`src/hw/rtl/bmes_pkg.sv`:
```
// ----------------------------------------------------------------------------
// bmes_pkg
// Shared constants, types and tables for the bicycle model Euler step unit.
// ----------------------------------------------------------------------------
package bmes_pkg;

   localparam int TRIG_ITERATIONS = 16;
   localparam int ATAN_COUNT      = 24;
   localparam int CORDIC_STEPS    = (TRIG_ITERATIONS < ATAN_COUNT) ?
                                    TRIG_ITERATIONS : ATAN_COUNT;
   localparam int CNT_W           = $clog2(ATAN_COUNT + 1);
   localparam int CW              = 34;

   localparam logic [CW-1:0] CORDIC_START = CW'(652032874);
   localparam logic signed [23:0] RAD_TO_BAM_Q8 = 24'sd2670177;

   localparam logic [2:0] CSR_INV_WB   = 3'd0;
   localparam logic [2:0] CSR_TSTEP    = 3'd1;
   localparam logic [2:0] CSR_START_X  = 3'd2;
   localparam logic [2:0] CSR_START_Y  = 3'd3;
   localparam logic [2:0] CSR_START_ST = 3'd4;
   localparam logic [2:0] CSR_START_HD = 3'd5;

   typedef enum logic [3:0] {
      ST_IDLE, ST_TRIG_S, ST_TRIG_H, ST_MUL_VT, ST_MUL_P, ST_MUL_DX, ST_MUL_DY,
      ST_MUL_M, ST_MUL_R, ST_MUL_DH, ST_MUL_DS, ST_UPDATE, ST_OUT
   } state_type;

   function automatic logic [CW-1:0] atan_lookup(input logic [CNT_W-1:0] idx);
      logic [CW-1:0] v;
      unique case (idx)
         5'd0:  v = CW'(536870912);
         5'd1:  v = CW'(316933406);
         5'd2:  v = CW'(167458907);
         5'd3:  v = CW'(85004756);
         5'd4:  v = CW'(42667331);
         5'd5:  v = CW'(21354465);
         5'd6:  v = CW'(10679838);
         5'd7:  v = CW'(5340245);
         5'd8:  v = CW'(2670163);
         5'd9:  v = CW'(1335087);
         5'd10: v = CW'(667544);
         5'd11: v = CW'(333772);
         5'd12: v = CW'(166886);
         5'd13: v = CW'(83443);
         5'd14: v = CW'(41722);
         5'd15: v = CW'(20861);
         5'd16: v = CW'(10430);
         5'd17: v = CW'(5215);
         5'd18: v = CW'(2608);
         5'd19: v = CW'(1304);
         5'd20: v = CW'(652);
         5'd21: v = CW'(326);
         5'd22: v = CW'(163);
         5'd23: v = CW'(81);
         default: v = '0;
      endcase
      return v;
   endfunction

endpackage

```
`src/hw/rtl/bicycle_model_euler_step_unit.sv`:
```
// ----------------------------------------------------------------------------
// bicycle_model_euler_step_unit
// Keeps a vehicle pose and advances it by one kinematic bicycle Euler step.
//
// req_ carries one item: func in tuser (1 reloads the start pose), speed and
// steer_rate in tdata. rsp_ returns one item with the new pose and a
// saturation flag. csr_ writes inverse wheelbase, time step and start pose.
// One item is processed at a time. An integrate item runs two CORDIC passes
// and eight serial multiplies on one shared bit-serial multiplier, plus one
// update state that writes the new pose. A reload item loads the start pose
// and goes straight to the output register.
// The result sits in an output register; req_tready stays low until it is
// taken, so a stalled receiver holds the block. Reset clears the pose to
// zero and loads the register defaults.
// ----------------------------------------------------------------------------
module bicycle_model_euler_step_unit import bmes_pkg::*; (
   input  logic         clock,
   input  logic         reset,
   input  logic         req_tvalid,
   output logic         req_tready,
   input  logic [31:0]  req_tdata,   // speed[15:0], steer_rate[31:16]
   input  logic         req_tuser,   // func
   output logic         rsp_tvalid,
   input  logic         rsp_tready,
   output logic [95:0]  rsp_tdata,   // pos_x, pos_y, steer_angle, heading
   output logic         rsp_tuser,   // saturated
   input  logic         csr_we,
   input  logic [2:0]   csr_addr,
   input  logic [31:0]  csr_wdata
);

   state_type state_ff, state_in;
   logic [15:0] inv_wb_ff, tstep_ff, st_st_ff, st_hd_ff;
   logic [31:0] st_x_ff, st_y_ff;
   logic signed [31:0] x_ff, x_in, y_ff, y_in;
   logic signed [15:0] steer_ff, steer_in, head_ff, head_in;
   logic sat_ff, sat_in;
   logic signed [15:0] spd_ff, spd_in, rate_ff, rate_in;
   logic signed [16:0] ss_ff, ss_in, cs_ff, cs_in, sh_ff, sh_in, ch_ff, ch_in;
   logic signed [39:0] vt_ff, vt_in, p_ff, p_in, m_ff, m_in, r_ff, r_in;
   logic signed [39:0] dx_ff, dx_in, dy_ff, dy_in;
   logic signed [15:0] dh_ff, dh_in;
   logic started_ff, started_in;

   logic               trig_start, trig_done, mul_start, mul_done;
   logic signed [15:0] trig_ang;
   logic signed [16:0] t_sin, t_cos;
   logic signed [39:0] mcand;
   logic signed [23:0] mplier;
   logic signed [63:0] prod, prod_r;
   logic [5:0]         rsh;
   logic signed [32:0] nx, ny;
   logic               req_ok;

   bmes_cordic u_cordic (
      .clock(clock), .reset(reset), .start(trig_start), .angle(trig_ang),
      .done(trig_done), .sin_out(t_sin), .cos_out(t_cos)
   );

   bmes_serial_mul u_mul (
      .clock(clock), .reset(reset), .start(mul_start), .mcand(mcand),
      .mplier(mplier), .done(mul_done), .product(prod)
   );

   assign req_ok     = req_tvalid && req_tready;
   assign req_tready = (state_ff == ST_IDLE);
   assign rsp_tvalid = (state_ff == ST_OUT);
   assign rsp_tdata  = {head_ff, steer_ff, y_ff, x_ff};
   assign rsp_tuser  = sat_ff;

   always_comb begin
      rsh = 6'd15;
      unique case (state_ff)
         ST_MUL_DX, ST_MUL_DY: rsh = 6'd23;
         ST_MUL_R:             rsh = 6'd20;
         ST_MUL_DH:            rsh = 6'd24;
         ST_MUL_DS:            rsh = 6'd16;
         ST_MUL_VT:            rsh = 6'd0;
         default:              rsh = 6'd15;
      endcase
      prod_r = (rsh == 6'd0) ? prod :
               ((prod + (64'sd1 <<< (rsh - 6'd1))) >>> rsh);
   end

   always_comb begin
      state_in = state_ff;
      x_in = x_ff; y_in = y_ff; steer_in = steer_ff; head_in = head_ff;
      sat_in = sat_ff; spd_in = spd_ff; rate_in = rate_ff;
      ss_in = ss_ff; cs_in = cs_ff; sh_in = sh_ff; ch_in = ch_ff;
      vt_in = vt_ff; p_in = p_ff; m_in = m_ff; r_in = r_ff;
      dx_in = dx_ff; dy_in = dy_ff; dh_in = dh_ff;
      started_in = 1'b1;
      trig_start = 1'b0; trig_ang = steer_ff;
      mul_start = 1'b0; mcand = '0; mplier = '0;
      nx = 33'(x_ff) + 33'(dx_ff);
      ny = 33'(y_ff) + 33'(dy_ff);
      unique case (state_ff)
         ST_IDLE: begin
            started_in = 1'b0;
            if (req_ok) begin
               spd_in  = $signed(req_tdata[15:0]);
               rate_in = $signed(req_tdata[31:16]);
               if (req_tuser) begin
                  x_in = st_x_ff; y_in = st_y_ff;
                  steer_in = st_st_ff; head_in = st_hd_ff;
                  sat_in = 1'b0; state_in = ST_OUT;
               end else begin
                  state_in = ST_TRIG_S;
               end
            end
         end
         ST_TRIG_S: begin
            trig_start = !started_ff; trig_ang = steer_ff;
            if (trig_done) begin
               ss_in = t_sin; cs_in = t_cos; state_in = ST_TRIG_H; started_in = 1'b0;
            end
         end
         ST_TRIG_H: begin
            trig_start = !started_ff; trig_ang = head_ff;
            if (trig_done) begin
               sh_in = t_sin; ch_in = t_cos; state_in = ST_MUL_VT; started_in = 1'b0;
            end
         end
         ST_MUL_VT: begin
            mul_start = !started_ff; mcand = 40'(spd_ff);
            mplier = $signed({8'd0, tstep_ff});
            if (mul_done) begin
               vt_in = prod_r[39:0]; state_in = ST_MUL_P; started_in = 1'b0;
            end
         end
         ST_MUL_P: begin
            mul_start = !started_ff; mcand = vt_ff; mplier = 24'(cs_ff);
            if (mul_done) begin
               p_in = prod_r[39:0]; state_in = ST_MUL_DX; started_in = 1'b0;
            end
         end
         ST_MUL_DX: begin
            mul_start = !started_ff; mcand = p_ff; mplier = 24'(ch_ff);
            if (mul_done) begin
               dx_in = prod_r[39:0]; state_in = ST_MUL_DY; started_in = 1'b0;
            end
         end
         ST_MUL_DY: begin
            mul_start = !started_ff; mcand = p_ff; mplier = 24'(sh_ff);
            if (mul_done) begin
               dy_in = prod_r[39:0]; state_in = ST_MUL_M; started_in = 1'b0;
            end
         end
         ST_MUL_M: begin
            mul_start = !started_ff; mcand = vt_ff; mplier = 24'(ss_ff);
            if (mul_done) begin
               m_in = prod_r[39:0]; state_in = ST_MUL_R; started_in = 1'b0;
            end
         end
         ST_MUL_R: begin
            mul_start = !started_ff; mcand = m_ff;
            mplier = $signed({8'd0, inv_wb_ff});
            if (mul_done) begin
               r_in = prod_r[39:0]; state_in = ST_MUL_DH; started_in = 1'b0;
            end
         end
         ST_MUL_DH: begin
            mul_start = !started_ff; mcand = r_ff; mplier = RAD_TO_BAM_Q8;
            if (mul_done) begin
               dh_in = prod_r[15:0]; state_in = ST_MUL_DS; started_in = 1'b0;
            end
         end
         ST_MUL_DS: begin
            mul_start = !started_ff; mcand = 40'(rate_ff);
            mplier = $signed({8'd0, tstep_ff});
            if (mul_done) begin
               steer_in = steer_ff + prod_r[15:0];
               state_in = ST_UPDATE; started_in = 1'b0;
            end
         end
         ST_UPDATE: begin
            sat_in = 1'b0;
            if (nx > 33'sh0_7FFF_FFFF) begin
               x_in = 32'sh7FFF_FFFF; sat_in = 1'b1;
            end else if (nx < -33'sh0_8000_0000) begin
               x_in = 32'sh8000_0000; sat_in = 1'b1;
            end else x_in = nx[31:0];
            if (ny > 33'sh0_7FFF_FFFF) begin
               y_in = 32'sh7FFF_FFFF; sat_in = 1'b1;
            end else if (ny < -33'sh0_8000_0000) begin
               y_in = 32'sh8000_0000; sat_in = 1'b1;
            end else y_in = ny[31:0];
            head_in = head_ff + dh_ff;
            state_in = ST_OUT;
         end
         ST_OUT: begin
            if (rsp_tready) state_in = ST_IDLE;
         end
         default: state_in = ST_IDLE;
      endcase
   end

   always_ff @(posedge clock) begin
      spd_ff <= spd_in; rate_ff <= rate_in;
      ss_ff <= ss_in; cs_ff <= cs_in; sh_ff <= sh_in; ch_ff <= ch_in;
      vt_ff <= vt_in; p_ff <= p_in; m_ff <= m_in; r_ff <= r_in;
      dx_ff <= dx_in; dy_ff <= dy_in; dh_ff <= dh_in;
      if (reset) begin
         state_ff <= ST_IDLE; started_ff <= 1'b0;
         x_ff <= '0; y_ff <= '0; steer_ff <= '0; head_ff <= '0; sat_ff <= 1'b0;
         inv_wb_ff <= 16'd1638; tstep_ff <= 16'd655;
         st_x_ff <= '0; st_y_ff <= '0; st_st_ff <= '0; st_hd_ff <= '0;
      end else begin
         state_ff <= state_in; started_ff <= started_in;
         x_ff <= x_in; y_ff <= y_in; steer_ff <= steer_in; head_ff <= head_in;
         sat_ff <= sat_in;
         if (csr_we) begin
            unique case (csr_addr)
               CSR_INV_WB:   inv_wb_ff <= csr_wdata[15:0];
               CSR_TSTEP:    tstep_ff  <= csr_wdata[15:0];
               CSR_START_X:  st_x_ff   <= csr_wdata;
               CSR_START_Y:  st_y_ff   <= csr_wdata;
               CSR_START_ST: st_st_ff  <= csr_wdata[15:0];
               CSR_START_HD: st_hd_ff  <= csr_wdata[15:0];
               default: ;
            endcase
         end
      end
   end

   a_one_unit: assert property (@(posedge clock) disable iff (reset)
      !(trig_start && mul_start)) else $error("cordic and multiplier both started");
   a_hold_out: assert property (@(posedge clock) disable iff (reset)
      rsp_tvalid && !rsp_tready |=> rsp_tvalid && $stable(rsp_tdata))
      else $error("result changed while stalled");
   a_no_accept: assert property (@(posedge clock) disable iff (reset)
      rsp_tvalid |-> !req_tready) else $error("accept while result pending");

endmodule

```
`src/hw/rtl/bmes_cordic.sv`:
```
// ----------------------------------------------------------------------------
// bmes_cordic
// Iterative rotation-mode CORDIC, one step per cycle, sin and cos in Q1.15.
// ----------------------------------------------------------------------------
module bmes_cordic import bmes_pkg::*; (
   input  logic                clock,
   input  logic                reset,
   input  logic                start,
   input  logic signed [15:0]  angle,
   output logic                done,
   output logic signed [16:0]  sin_out,
   output logic signed [16:0]  cos_out
);

   logic signed [CW-1:0] x_ff, x_in, y_ff, y_in, z_ff, z_in;
   logic [CNT_W-1:0]     cnt_ff, cnt_in;
   logic                 busy_ff, busy_in, neg_ff, neg_in, done_ff, done_in;
   logic signed [16:0]   a_fold;
   logic signed [CW-1:0] xs, ys, xr, yr;

   always_comb begin
      x_in = x_ff; y_in = y_ff; z_in = z_ff; cnt_in = cnt_ff;
      busy_in = busy_ff; neg_in = neg_ff; done_in = 1'b0;
      a_fold = 17'(angle);
      xs = x_ff >>> cnt_ff;
      ys = y_ff >>> cnt_ff;
      if (start) begin
         neg_in = 1'b0;
         if (angle > 16'sd16384) begin
            a_fold = 17'(angle) - 17'sd32768; neg_in = 1'b1;
         end else if (angle < -16'sd16384) begin
            a_fold = 17'(angle) + 17'sd32768; neg_in = 1'b1;
         end
         x_in = CORDIC_START; y_in = '0;
         z_in = CW'($signed({a_fold, 16'd0}));
         cnt_in = '0; busy_in = 1'b1;
      end else if (busy_ff) begin
         if (32'(cnt_ff) == CORDIC_STEPS) begin
            busy_in = 1'b0; done_in = 1'b1;
         end else begin
            if (!z_ff[CW-1]) begin
               x_in = x_ff - ys; y_in = y_ff + xs;
               z_in = z_ff - $signed(atan_lookup(cnt_ff));
            end else begin
               x_in = x_ff + ys; y_in = y_ff - xs;
               z_in = z_ff + $signed(atan_lookup(cnt_ff));
            end
            cnt_in = cnt_ff + 1'b1;
         end
      end
   end

   always_ff @(posedge clock) begin
      x_ff <= x_in; y_ff <= y_in; z_ff <= z_in; cnt_ff <= cnt_in; neg_ff <= neg_in;
      if (reset) begin
         busy_ff <= 1'b0; done_ff <= 1'b0;
      end else begin
         busy_ff <= busy_in; done_ff <= done_in;
      end
   end

   assign xr = (x_ff + CW'(16384)) >>> 15;
   assign yr = (y_ff + CW'(16384)) >>> 15;
   assign cos_out = neg_ff ? -xr[16:0] : xr[16:0];
   assign sin_out = neg_ff ? -yr[16:0] : yr[16:0];
   assign done    = done_ff;

endmodule

```
`src/hw/rtl/bmes_serial_mul.sv`:
```
// ----------------------------------------------------------------------------
// bmes_serial_mul
// Signed shift-add multiplier, one multiplier bit per cycle, 40 by 24 bits.
// ----------------------------------------------------------------------------
module bmes_serial_mul import bmes_pkg::*; (
   input  logic                clock,
   input  logic                reset,
   input  logic                start,
   input  logic signed [39:0]  mcand,
   input  logic signed [23:0]  mplier,
   output logic                done,
   output logic signed [63:0]  product
);

   logic signed [63:0] acc_ff, acc_in, mc_ff, mc_in;
   logic [23:0]        mp_ff, mp_in;
   logic [4:0]         cnt_ff, cnt_in;
   logic               busy_ff, busy_in, done_ff, done_in;

   always_comb begin
      acc_in = acc_ff; mc_in = mc_ff; mp_in = mp_ff; cnt_in = cnt_ff;
      busy_in = busy_ff; done_in = 1'b0;
      if (start) begin
         acc_in = '0; mc_in = 64'(mcand); mp_in = mplier; cnt_in = '0;
         busy_in = 1'b1;
      end else if (busy_ff) begin
         if (mp_ff[0]) begin
            acc_in = (cnt_ff == 5'd23) ? acc_ff - mc_ff : acc_ff + mc_ff;
         end
         mc_in = mc_ff <<< 1;
         mp_in = mp_ff >> 1;
         cnt_in = cnt_ff + 1'b1;
         if (cnt_ff == 5'd23) begin
            busy_in = 1'b0; done_in = 1'b1;
         end
      end
   end

   always_ff @(posedge clock) begin
      acc_ff <= acc_in; mc_ff <= mc_in; mp_ff <= mp_in; cnt_ff <= cnt_in;
      if (reset) begin
         busy_ff <= 1'b0; done_ff <= 1'b0;
      end else begin
         busy_ff <= busy_in; done_ff <= done_in;
      end
   end

   assign done    = done_ff;
   assign product = acc_ff;

endmodule
```
`config.mk`:
```
export PLATFORM = sky130hd
export DESIGN_NAME = bicycle_model_euler_step_unit
export DESIGN_NICKNAME = d
export VERILOG_FILES = /design/src/hw/rtl/bmes_pkg.sv /design/src/hw/rtl/bicycle_model_euler_step_unit.sv /design/src/hw/rtl/bmes_cordic.sv /design/src/hw/rtl/bmes_serial_mul.sv
export SDC_FILE = /design/constraint.sdc
export NUM_CORES = 2
export LEC_CHECK = 0
export BUFFER_PORTS_ARGS = -buffer_cell sky130_fd_sc_hd__clkbuf_2
export CAP_MARGIN = 40
export CORE_MARGIN = 4
export CORE_UTILIZATION = 30
export DETAILED_ROUTE_END_ITERATION = 7
export SYNTH_ARGS = -nofsm -noshare
export SYNTH_HDL_FRONTEND = slang
export SYNTH_HIERARCHICAL = 1
export SYNTH_SLANG_ARGS = --single-unit
```
`constraint.sdc`:
```
create_clock -name clock -period 8 [get_ports clock]
set_clock_uncertainty 0.1 [all_clocks]
set_input_delay 0.4 -clock clock [delete_from_list [all_inputs] [get_ports clock]]
set_output_delay 0.4 -clock clock [all_outputs]
set_load 0.05 [all_outputs]
```
==> results.sh <==
export IMPL_holdWs_ns=0.0568
export IMPL_r2r_worst_path_cells=33
export IMPL_cts_root_buffer="sky130_fd_sc_hd__clkbuf_16"
export IMPL_ports_placed_on_the_boundary=172
export IMPL_seqCellArea_um2=21900
export IMPL_status="finished, final reports clean"
export IMPL_critPathMaxFanout=12
export IMPL_worst_path_max_delay_cell="sky130_fd_sc_hd__a222oi_1"
export IMPL_drive_above_1_share=0.121
export IMPL_grt_pass1_vias=51110
export IMPL_grt_start_max_net_pins=99
export IMPL_post_drt_via_cell_ratio=5.65
export IMPL_max_slew_margin=0.377
export IMPL_critical_path_most_common_cell="sky130_fd_sc_hd__a21oi_1"
export IMPL_synth_area_per_cell_um2=8.93
export IMPL_tns_ns=0
export IMPL_die_y_um=452
export IMPL_grt_pass1_wl_mm=333
export IMPL_setup_worst_path_end="steer_ff[14]"
export IMPL_report_final_setup_viol=0
export IMPL_critical_path_max_stage_delay_ns=0.67
export IMPL_insertion_delay_ns=0.77
export IMPL_rr_startpoint="state_ff[1]"
export IMPL_fmax_ghz=0.136
export IMPL_routed_wirelength_mm=226
export IMPL_tritoncts="yes"
export IMPL_total_die_area_um2=205000
export IMPL_grt_util_all_layers=0.211
export IMPL_mappedNetlistArea_um2=59200
export IMPL_area_growth_synth_to_final_pct=14.0
export IMPL_synth_enable_flop_cells=449
export IMPL_timing_critical_path_from="state_ff[1]"
export IMPL_synthesis_yosys_warnings=6
export IMPL_detailed_route_drc_error_count=0
export IMPL_fp_coreArea_um2=196000
export IMPL_detailroute_via_count=53594
export IMPL_clock_sinks=871
export IMPL_critPathKind="flip-flop to flip-flop"
export IMPL_yosysSeqAreaShare=0.370
export IMPL_unique_cell_type_count_in_the_yosys_netlist=120
export IMPL_unrepaired_setup_endpoints_after_global_routing="no"
export IMPL_gr_total_overflow=0
export IMPL_die_x_um=452
export IMPL_critical_path_required_ns=8.53
export IMPL_setup_slack_of_the_worst_register_to_register_path_ns=0.67
export IMPL_post_cts_setup_buffer_count=0
export IMPL_highest_count_cells_in_the_layout_ignoring_fill_and_taps="930 x sky130_fd_sc_hd__nand2_1, 705 x sky130_fd_sc_hd__a21oi_1, 449 x sky130_fd_sc_hd__edfxtp_1, 430 x sky130_fd_sc_hd__nor2_1, 417 x sky130_fd_sc_hd__dfxtp_1"
export IMPL_post_dp_hpwl_mm=165
export IMPL_worstHoldPathType="input pin to flip-flop"
export IMPL_first_iter_violations=5317
export IMPL_start_util=0.303
export IMPL_num_rows=162
export IMPL_nNetsFinal=7156
export IMPL_fillerInstances=19914
export IMPL_routedWlPerCell_um=23.8
export IMPL_crit_path_start_kind="flip-flop"
export IMPL_finalCritPeriodShare=0.916
export IMPL_ant_nets=0
export IMPL_cts_buffers=100
export IMPL_cts_htree_levels=3
export IMPL_drv_slew=0
export IMPL_fin_crit_ns=7.33
export IMPL_synthCells=6637
export IMPL_place_congestion=1.03
export IMPL_reported_max_cap_violation_count=0
export IMPL_grt_antenna_before_repair=12
export IMPL_clock_slew_at_the_register_clock_pins_of_the_worst_setup_and_hold_paths_ns=0.06
export IMPL_final_common_cell="sky130_fd_sc_hd__nand2_1"
export IMPL_finalHoldViolations=0
export IMPL_io_buffers=171
export IMPL_proportion_of_synthesized_flip_flops_having_asynchronous_set_or_reset=0
export IMPL_regToRegEndpoint="steer_ff[14]"
export IMPL_setup_worst_path_end_class="flip-flop"
export IMPL_cts_root_to_sink_buffers=3
export IMPL_synth_flop_type="sky130_fd_sc_hd__edfxtp_1"
export IMPL_drt_pre_antenna_iters=8
export IMPL_multi_input_comb_area_um2=35200
export IMPL_ys_ff_latch=871
export IMPL_critical_path_arrival_ns=7.86
export IMPL_timing_worst_slew_pin_value_ns=0.933
critical path, delay by kind of cell (launching register included):
family	cells	cell delay [ns]
flops	1	0.42
buf+inv	4	0.68
xor+xnor	2	0.30
compound gates	17	3.90
simple gates	7	1.05
fa+ha+maj	3	0.80
cells in the mapped netlist (19+ instances only):
library cell               number  area share
sky130_fd_sc_hd__o21bai_1      42      0.0053
sky130_fd_sc_hd__nor2b_1       53      0.0056
sky130_fd_sc_hd__a31oi_1       75      0.0079
sky130_fd_sc_hd__dfxtp_1      422        0.14
sky130_fd_sc_hd__a21oi_1      708       0.060
sky130_fd_sc_hd__nor3_1       103      0.0087
sky130_fd_sc_hd__o22ai_1       44      0.0046
sky130_fd_sc_hd__inv_1        148      0.0094
sky130_fd_sc_hd__buf_2         20      0.0017
sky130_fd_sc_hd__a222oi_1      48      0.0081
sky130_fd_sc_hd__a21o_1       165       0.021
sky130_fd_sc_hd__xor2_1       225       0.033
sky130_fd_sc_hd__a311oi_1      21      0.0031
sky130_fd_sc_hd__or3_1         38      0.0040
sky130_fd_sc_hd__a221oi_1      37      0.0055
sky130_fd_sc_hd__mux2i_1       72       0.012
sky130_fd_sc_hd__nand2b_1      46      0.0049
sky130_fd_sc_hd__nand2_1      932       0.059
sky130_fd_sc_hd__buf_1         48      0.0030
sky130_fd_sc_hd__clkbuf_1     319       0.020
sky130_fd_sc_hd__and2_1        58      0.0061
sky130_fd_sc_hd__nor2_1       434       0.027
sky130_fd_sc_hd__a211oi_1      69      0.0087
sky130_fd_sc_hd__xnor2_1      262       0.039
sky130_fd_sc_hd__o221ai_1      23      0.0034
sky130_fd_sc_hd__o21ai_0      334       0.028
sky130_fd_sc_hd__nand3_1      163       0.014
sky130_fd_sc_hd__a22oi_1      103       0.013
sky130_fd_sc_hd__o21a_1        41      0.0052
sky130_fd_sc_hd__and3_1        66      0.0070
sky130_fd_sc_hd__mux2_2       109       0.021
sky130_fd_sc_hd__o31ai_1       37      0.0047
sky130_fd_sc_hd__nor4_1        38      0.0040
sky130_fd_sc_hd__edfxtp_1     449        0.23
sky130_fd_sc_hd__or2_2         24      0.0025
sky130_fd_sc_hd__o211ai_1      85       0.011
sky130_fd_sc_hd__mux4_2        77       0.029
sky130_fd_sc_hd__a21boi_0      19      0.0024
sky130_fd_sc_hd__ha_1         307       0.065
sky130_fd_sc_hd__nand4_1       53      0.0056
per-stage QoR:
| stage | worst slack [ns] | utilization | cells | cell area, um2 |
|---|---|---|---|---|
| 2_1_floorplan | 1.00 | - | 6662 | 59300 |
| 3_3_place_gp | 0.828 | 0.322 | 9198 | 63100 |
| 3_5_place_dp | 0.750 | 0.324 | 9224 | 63400 |
| 4_1_cts | 0.715 | 0.345 | 9479 | 67500 |
| 5_1_grt | 0.205 | 0.345 | 9483 | 67500 |
| 6_report | 0.670 | 0.345 | 9485 | 67500 |
flip-flops by register name, summed over array words and instances, names as in the netlist, 32 cells and up, named ones only:
register / cells
u_mul/product: 64
u_cordic/y_ff: 34
st_y_ff: 32
u_mul/mc_ff: 64
dx_ff: 33
dy_ff: 33
p_ff: 40
x_ff: 32
r_ff: 40
m_ff: 40
u_cordic/z_ff: 34
vt_ff: 40
y_ff: 32
u_cordic/x_ff: 34
st_x_ff: 32
layer usage:
layer,global-route usage,vias to the layer above,routed length [um]
met5,0,-,0
met4,0.107,0,12300
met3,0.0319,473,16400
met2,0.337,2207,102000
met1,0.279,26070,95500
li1,-,24844,-
logic make-up after synthesis:
logic type      Yosys count  synth area share
fa+ha+maj               319            0.0684
mux                     270            0.0672
xor+xnor                487            0.0720
simple gates           2094             0.163
compound gates         2026             0.220
other cells               2          0.000127
buf+inv                 568            0.0392
flops                   871             0.370
how the worst min path moves through the flow:
stage                            start            to  slack, ns  cells past startpoint
after floorplan           st_hd_ff[13]  st_hd_ff[13]       0.33                      2
after global placement      st_y_ff[0]    st_y_ff[0]       0.34                      2
after detailed placement    st_y_ff[1]    st_y_ff[1]       0.34                      2
after CTS                 csr_wdata[2]   st_hd_ff[2]     0.0009                      3
after global routing      csr_wdata[2]   tstep_ff[2]       0.05                      3
final                     csr_wdata[2]   st_hd_ff[2]       0.06                      3
layout make-up:
class	count	area share
inverters	155	0.00861
diodes	6	0.000222
flip-flops and latches	871	0.325
repair buffers	416	0.0453
clock buffers	127	0.0409
clock inverters	63	0.00982
multi-input cells	5223	0.522
well taps	2624	0.0486
repair_timing:
action | in CTS | in global routing
gates resized for setup | 0 | 0
hold buffers | 65 | 0
endpoints found under the hold margin | 145 | 0
Power is left out: the tool's default activity adds up to more than one toggle a clock period on the data nets, which glitch-free logic cannot reach.
